$ cat src/hw/rtl/fpr_pkg.sv
// Shared types, codes and CRC step for the framed packet receive checker.
`timescale 1ns / 1ps

package fpr_pkg;

    localparam int CNT_W = 12;

    localparam logic [1:0] KIND_DATA    = 2'd0;
    localparam logic [1:0] KIND_VERDICT = 2'd1;
    localparam logic [1:0] KIND_ACK     = 2'd2;

    localparam logic [15:0] KNOCK_PATTERN = 16'h2A23;
    localparam logic [7:0]  ACK_SIZE_LO   = 8'h02;
    localparam logic [7:0]  ACK_SIZE_HI   = 8'h00;
    localparam logic [2:0]  ACK_LAST_IDX  = 3'd6;

    localparam logic CFG_START_MARKER = 1'b0;
    localparam logic CFG_ACK_TYPE     = 1'b1;

    typedef enum logic [3:0] {
        V_OK          = 4'd0,
        V_SHORT       = 4'd1,
        V_BADSTART    = 4'd2,
        V_KNOCK       = 4'd3,
        V_EMPTY       = 4'd4,
        V_LENMISMATCH = 4'd5,
        V_CRC         = 4'd6,
        V_SEQ         = 4'd7,
        V_OVERFLOW    = 4'd8
    } t_verdict;

    typedef struct packed {
        logic       has_data;
        logic [7:0] data;
        logic       is_last;
        t_verdict   verdict;
        logic [7:0] seq;
    } t_cmd;

    typedef enum logic [1:0] {
        ST_HEAD,
        ST_VERD,
        ST_ACK
    } t_back_state;

    function automatic logic [15:0] crc_step(input logic [15:0] crc, input logic [7:0] d);
        logic [15:0] x;
        x = {crc[7:0], crc[15:8]} ^ {8'h00, d};
        x = x ^ {12'h000, x[7:4]};
        x = x ^ {x[3:0], 12'h000};
        x = x ^ {3'b000, x[7:0], 5'b00000};
        return x;
    endfunction

endpackage

$ cat src/hw/rtl/fpr_back.sv
// Result sequencer: expands queued commands into payload, verdict and ACK transactions.
`timescale 1ns / 1ps

module fpr_back
    import fpr_pkg::*;
(
    input  logic       i_clk,
    input  logic       i_rst_n,
    input  t_cmd       i_cmd,
    input  logic       i_cmd_empty,
    output logic       o_cmd_pop,
    input  logic [7:0] i_start_marker,
    input  logic [7:0] i_ack_type_code,
    output logic       o_empty,
    input  logic       i_pop,
    output logic [1:0] o_kind,
    output logic [7:0] o_out_byte,
    output logic [3:0] o_verdict,
    output logic       o_last_of_run
);

    t_back_state r_state, n_state;
    logic [2:0]  r_ack_idx, n_ack_idx;
    logic [15:0] r_crc, n_crc;
    logic        r_valid, n_valid;
    logic [1:0]  r_kind, n_kind;
    logic [7:0]  r_byte, n_byte;
    logic [3:0]  r_verdict, n_verdict;
    logic        r_last, n_last;
    logic        advance;
    logic [7:0]  ack_byte;

    assign advance = !r_valid || i_pop;

    always_ff @(posedge i_clk) begin
        if (!i_rst_n) begin
            r_state   <= ST_HEAD;
            r_ack_idx <= '0;
            r_valid   <= 1'b0;
        end else begin
            r_state   <= n_state;
            r_ack_idx <= n_ack_idx;
            r_valid   <= n_valid;
        end
    end

    always_ff @(posedge i_clk) begin
        r_crc     <= n_crc;
        r_kind    <= n_kind;
        r_byte    <= n_byte;
        r_verdict <= n_verdict;
        r_last    <= n_last;
    end

    always_comb begin
        unique case (r_ack_idx)
            3'd0:    ack_byte = i_start_marker;
            3'd1:    ack_byte = ACK_SIZE_LO;
            3'd2:    ack_byte = ACK_SIZE_HI;
            3'd3:    ack_byte = i_cmd.seq;
            3'd4:    ack_byte = i_ack_type_code;
            3'd5:    ack_byte = r_crc[15:8];
            3'd6:    ack_byte = r_crc[7:0];
            default: ack_byte = '0;
        endcase
    end

    always_comb begin
        n_state   = r_state;
        n_ack_idx = r_ack_idx;
        n_crc     = r_crc;
        n_valid   = r_valid;
        n_kind    = r_kind;
        n_byte    = r_byte;
        n_verdict = r_verdict;
        n_last    = r_last;
        o_cmd_pop = 1'b0;

        if (advance) begin
            n_valid = 1'b0;
            unique case (r_state)
                ST_HEAD: begin
                    if (!i_cmd_empty) begin
                        n_valid = 1'b1;
                        if (i_cmd.has_data) begin
                            n_kind    = KIND_DATA;
                            n_byte    = i_cmd.data;
                            n_verdict = V_OK;
                            n_last    = !i_cmd.is_last;
                            if (i_cmd.is_last) begin
                                n_state = ST_VERD;
                            end else begin
                                o_cmd_pop = 1'b1;
                            end
                        end else begin
                            n_kind    = KIND_VERDICT;
                            n_byte    = '0;
                            n_verdict = i_cmd.verdict;
                            n_last    = (i_cmd.verdict != V_OK);
                            if (i_cmd.verdict == V_OK) begin
                                n_state   = ST_ACK;
                                n_ack_idx = '0;
                                n_crc     = '0;
                            end else begin
                                o_cmd_pop = 1'b1;
                            end
                        end
                    end
                end
                ST_VERD: begin
                    n_valid   = 1'b1;
                    n_kind    = KIND_VERDICT;
                    n_byte    = '0;
                    n_verdict = i_cmd.verdict;
                    n_last    = (i_cmd.verdict != V_OK);
                    if (i_cmd.verdict == V_OK) begin
                        n_state   = ST_ACK;
                        n_ack_idx = '0;
                        n_crc     = '0;
                    end else begin
                        n_state   = ST_HEAD;
                        o_cmd_pop = 1'b1;
                    end
                end
                ST_ACK: begin
                    n_valid   = 1'b1;
                    n_kind    = KIND_ACK;
                    n_byte    = ack_byte;
                    n_verdict = V_OK;
                    n_last    = (r_ack_idx == ACK_LAST_IDX);
                    if ((r_ack_idx != 3'd0) && (r_ack_idx < 3'd5)) begin
                        n_crc = crc_step(r_crc, ack_byte);
                    end
                    if (r_ack_idx == ACK_LAST_IDX) begin
                        n_state   = ST_HEAD;
                        n_ack_idx = '0;
                        o_cmd_pop = 1'b1;
                    end else begin
                        n_ack_idx = r_ack_idx + 3'd1;
                    end
                end
                default: begin
                    n_state = ST_HEAD;
                end
            endcase
        end
    end

    assign o_empty       = !r_valid;
    assign o_kind        = r_kind;
    assign o_out_byte    = r_byte;
    assign o_verdict     = r_verdict;
    assign o_last_of_run = r_last;

    a_cmd_held: assert property (@(posedge i_clk) disable iff (!i_rst_n)
        (r_state != ST_HEAD) |-> !i_cmd_empty)
        else $error("sequencer mid-command with an empty queue");

    a_verdict_only_on_verdict: assert property (@(posedge i_clk) disable iff (!i_rst_n)
        (r_valid && (r_kind != KIND_VERDICT)) |-> (r_verdict == V_OK))
        else $error("verdict field set on a non-verdict transaction");

    a_fail_closes_run: assert property (@(posedge i_clk) disable iff (!i_rst_n)
        (r_valid && (r_kind == KIND_VERDICT) && (r_verdict != V_OK)) |-> r_last)
        else $error("failing verdict not marked last");

endmodule

$ cat config.mk
export PLATFORM = sky130hd
export DESIGN_NAME = fpr_back
export DESIGN_NICKNAME = d
export VERILOG_FILES = /design/src/hw/rtl/fpr_pkg.sv /design/src/hw/rtl/fpr_back.sv
export SDC_FILE = /design/constraint.sdc
export NUM_CORES = 1
export LEC_CHECK = 0
export CAP_MARGIN = 20
export CELL_PAD_IN_SITES_DETAIL_PLACEMENT = 0
export CELL_PAD_IN_SITES_GLOBAL_PLACEMENT = 1
export CORE_MARGIN = 2
export CORE_UTILIZATION = 52
export CTS_CLUSTER_SIZE = 14
export DETAILED_ROUTE_END_ITERATION = 16
export DONT_BUFFER_PORTS = 1
export PLACE_DENSITY = 0.89
export REMOVE_ABC_BUFFERS = 1
export SKIP_LAST_GASP = 1
export SYNTH_ARGS = -nofsm -noshare
export SYNTH_HDL_FRONTEND = slang
export SYNTH_SLANG_ARGS = --single-unit
$ cat constraint.sdc
create_clock -name i_clk -period 6.7 [get_ports i_clk]
set_clock_uncertainty 0.15 [all_clocks]
set_input_delay 1.34 -clock i_clk [delete_from_list [all_inputs] [get_ports i_clk]]
set_output_delay 1.34 -clock i_clk [all_outputs]
set_load 0.05 [all_outputs]
; ---- After elaboration in Yosys (flattened, before gate mapping)
; Cells that the tools add are included.
[totals]
elab_cells = 81
output_inout_bits = 17
regBits = 37
in_bits = 42
[classes]
n_addsub = 1
eq_ne = 13
n_bitwise = 4
n_mux = 39
n_lt_le_gt_ge = 1
reduce_logical = 15
[ops]
columns = cell, count
row1 = two-way mux 16 bit, 4
row2 = one-hot mux 16 bit (3 select lines), 1
row3 = one-hot mux 8 bit (6 select lines), 1
row4 = one-hot mux 8 bit (3 select lines), 1
row5 = two-way mux 8 bit, 2
row6 = XOR 16 x 13 -> 16 bit, 1
row7 = XOR 16 bit, 1
row8 = XOR 16 x 4 -> 16 bit, 1
row9 = XOR 16 x 8 -> 16 bit, 1
row10 = two-way mux 2 bit, 7
row11 = two-way mux 3 bit, 4
row12 = one-hot mux 2 bit (3 select lines), 2
row13 = one-hot mux 4 bit (3 select lines), 1
row14 = two-way mux 1 bit, 10
row15 = AND reduction 5 bit, 2
row16 = "equality test 3 bit, second input constant", 3
row17 = one-hot mux 3 bit (3 select lines), 1
row18 = two-way mux 4 bit, 2
row19 = "!= test 2 bit, second input constant", 4
row20 = "!= test 3 bit, second input constant", 2
row21 = one-hot mux 1 bit (3 select lines), 2
row22 = nonzero test 3 bit, 2
row23 = logical NOT 4 bit, 1
row24 = AND reduction 4 bit, 1
row25 = other kinds (15), 16

; ---- Longest topological paths before layout
[logic_depth]
depth_word = 8
depth_mapped = 11
depth_no_buf = 8

; ---- Worst setup path before layout
; No wires, ideal clock.
[synth_timing]
path_type = input to register
from = input i_pop
to = register r_crc[0] (enable)
arrival_time_ns = 4.212
path_stages = 4
path_slack_ns = 1.921
required_time_ns = 6.133
n_path_buf = 0
cell_sequence = nor2b_1 a211oi_1 o21ai_0 a221oi_1
[synth_between]
elab_chain_len = 2
[synth_rtl]
columns = element, line_no
row1 = start: declaration, fpr_back.sv:15  ; input logic i_pop,
row2 = logical OR 1 bit, fpr_back.sv:33  ; assign advance = !r_valid || i_pop;
row3 = AND reduction 5 bit (no source line), -
row4 = end signal: assignment, fpr_back.sv:48  ; r_crc <= n_crc;
row5 = end: declaration, fpr_back.sv:24  ; logic [15:0] r_crc, n_crc;
; Every way passes these cells.
; A chain may end at the register's enable or synchronous reset.

; ---- Final worst setup path
[layout_timing]
from = input i_cmd[10] (netlist name)
to = output o_cmd_pop
[layout_between]
elab_chain_len = 6
[layout_rtl]
columns = element, line_no
row1 = start: declaration, fpr_back.sv:9  ; input t_cmd i_cmd,
row2 = logical NOT 4 bit (*), "fpr_back.sv:100, fpr_back.sv:116"
row3 = two-way mux 1 bit (*), "fpr_back.sv:100, fpr_back.sv:116"
row4 = two-way mux 1 bit, fpr_back.sv:85  ; if (i_cmd.has_data) begin
row5 = two-way mux 1 bit, fpr_back.sv:83  ; if (!i_cmd_empty) begin
row6 = one-hot mux 1 bit (3 select lines) (*), fpr_back.sv:81  ; unique case (r_state)
row7 = two-way mux 1 bit (*), fpr_back.sv:79  ; if (advance) begin
row8 = end: declaration, fpr_back.sv:11  ; output logic o_cmd_pop,
; Mark *: on every way between the ends. The rest lies on a longest branch, timed or not.

==> impl_metrics.env <==
export IMPL_dp_cells=271
export IMPL_whs_ps=386
export IMPL_drt_total_wl_um=5070
export IMPL_netlist_top_cell_by_area="edfxtp_1"
export IMPL_clock_latency_ps=290
export IMPL_finalPower_mw=0.715
export IMPL_peakVddDrop_uv=134
export IMPL_drive_gt1_frac=0.105
export IMPL_port_buffers=0
export IMPL_cp_required_ps=5210
export IMPL_core_sq_um=4350
export IMPL_finalSetupViolations=0
export IMPL_crit_start="i_cmd[10]"
export IMPL_design_area_sq_um=2490
export IMPL_status="completed"
export IMPL_worstHoldStart="r_state[0]"
export IMPL_ys_ff_latch=37
export IMPL_end_kind="primary output"
export IMPL_fin_util=0.573
export IMPL_dieArea_sq_um=5080
export IMPL_grt_pass1_wl_um=8180
export IMPL_syn_to_final_growth_pct=6.01
export IMPL_syn_area_sq_um=2350
export IMPL_final_nets=274
export IMPL_instances_no_fill=280
export IMPL_crit_buf_inv=1
export IMPL_crit_path_cell_trace="or4_1 -> o21a_1 -> a21oi_1 -> nor3_1 -> buf_4"
export IMPL_worstMarginPinSlew_ps=920
export IMPL_drv_slew=0
export IMPL_final_antenna_net_count=0
export IMPL_grt_max_degree=30
export IMPL_die_height_um=71.3
export IMPL_initialDrtViolationCount=120
export IMPL_wire_per_inst_um=18.1
export IMPL_crit_slowest_cell="or4_1"
export IMPL_syn_inst=228
export IMPL_diodes=0
export IMPL_grt_antenna_before_repair=0
export IMPL_worst_setup_path_start_kind="primary input"
export IMPL_fin_crit_sh=0.594
export IMPL_rsz0062_at_grt="false"
export IMPL_place_hpwl_um=3620
export IMPL_critPathKind="primary input to primary output"
export IMPL_synth_ff_type="edfxtp_1"
export IMPL_finalSetupTns_ps=0
export IMPL_clock_root_buffer="clkbuf_8"
export IMPL_synth_top_cells_by_count="edfxtp_1, nand2_1, and2_1, o21ai_0, a21oi_1"
export IMPL_async_flop_share=0
export IMPL_layout_min_cycle_time_ps=3980
export IMPL_num_rows=24
export IMPL_cts_tree="done"
export IMPL_synth_edf_count=31
export IMPL_cts_max_path_buffers=2
export IMPL_drc=0
export IMPL_grt_pass1_vias=1630
export IMPL_reg2reg_from="r_ack_idx[1]"
export IMPL_num_vias=1679
export IMPL_max_stage_delay_ps=540
export IMPL_cp_max_fo=3
export IMPL_hold_viol_final=0
export IMPL_synth_area_top_cells="edfxtp_1, dfxtp_1, and2_1"
export IMPL_synth_most_common_cell="edfxtp_1"
export IMPL_yosys_warnings=0
export IMPL_postCtsSetupBuffers=0
export IMPL_die_w_um=71.3
export IMPL_firstDrtPassIters=5
export IMPL_crit_family="simple AND/OR/NAND/NOR gates"
export IMPL_avgSynthCellArea_sq_um=10.3
export IMPL_max_cap_viol_count=0
export IMPL_leakage_nw=0.868
export IMPL_post_cts_resized=0
export IMPL_yosys_cell_types_count=51
export IMPL_gp_congestion=0.798
export IMPL_overflow=0
export IMPL_cp_arrival_ps=2490
export IMPL_cts_hold_buf=0
export IMPL_path_clk_slew_ps=80
export IMPL_fmax_mhz=251
export IMPL_relSlewSlack=0.386
export IMPL_io_pin_count=59
export IMPL_place_ws_ps=2740
export IMPL_synth_top_cell_area_share=0.396
export IMPL_numCtsBuffers=5
export IMPL_track_usage=0.212
export IMPL_placed_area_sq_um=2390
export IMPL_clock_sinks=37
export IMPL_powerDensity_nw_per_um2=287
export IMPL_worst_hold_path_type="flip-flop to flip-flop"
export IMPL_yosysSeqAreaShare=0.447
export IMPL_initial_core_util=0.540
export IMPL_htreeDepth=2
export IMPL_via_per_inst=6.00
export IMPL_setup_ws_ps=2720
-- sequential cells by signal (all words and copies together) (netlist names) --
name,count
o_last_of_run,1
o_out_byte,8
r_state,2
r_crc,16
o_verdict,4
r_valid,1
r_ack_idx,3
o_kind,2
-- cells by family after synthesis --
logic type,count (synthesis),synth area share
muxes,14,0.0691
and+or+nand+nor,86,0.207
buffers and inverters,18,0.0324
adders and majority gates,5,0.0266
DFF,37,0.447
AOI/OAI and AO/OA,51,0.143
xor gates and xnor gates,17,0.0755
-- path summary, 6_finish.rpt --
| kind | slack, ps | end | depth (start not counted) |
|---|---|---|---|
| setup reg to reg | 3510 | r_crc[6] | 7 |
| setup / recovery | 2720 | o_cmd_pop | 5 |
| hold reg to reg | 390 | r_state[0] | 2 |
| hold / removal | 390 | r_state[0] | 2 |
-- layout by cell type, fill, tap and decap left out, types with 3 or more instances in the layout --
master     n
edfxtp_1  31
nand2_1   27
and2_1    19
o21ai_0   14
a21oi_1   13
nor2b_1   11
mux2i_1    8
xor2_1     8
inv_1      7
xnor2_1    6
clkbuf_8   6
dfxtp_1    6
nand4_1    5
ha_1       5
nor2_1     4
nand2b_1   4
or3_1      3
nor3_1     3
-- metal layers --
metal,track usage,routed length [um],vias to the layer above
li1,-,-,829
met1,0.305,2340,785
met2,0.314,2260,59
met3,0.0577,399,6
met4,0.0692,64,0
met5,0,0,-
-- power breakdown --
| group | switching [mW] | internal [mW] |
|---|---|---|
| Sequential | 0.0981 | 0.301 |
| Clock | 0.0831 | 0.0718 |
| Combinational | 0.0981 | 0.0634 |
-- worst reg2reg max path, cell delays in order, from the launching register on --
cell and delay, ps:
dfxtp_1 930, and2_1 230, ha_1 410, a32oi_1 100, o21ai_1 250, xnor3_1 560
xnor2_1 170, and2_1 160
-- area by class of cell --
type                       instances  area (sq um)
tap                               52          65.1
fill                             381          1860
sequential                        37          1050
clock inverter                     3          17.5
clock buffer                       5          68.8
timing repair buffer               3          28.8
multi-input combinational        173          1240
inverter                           7          26.3
Note: power is estimated with default switching activity, not from simulation.
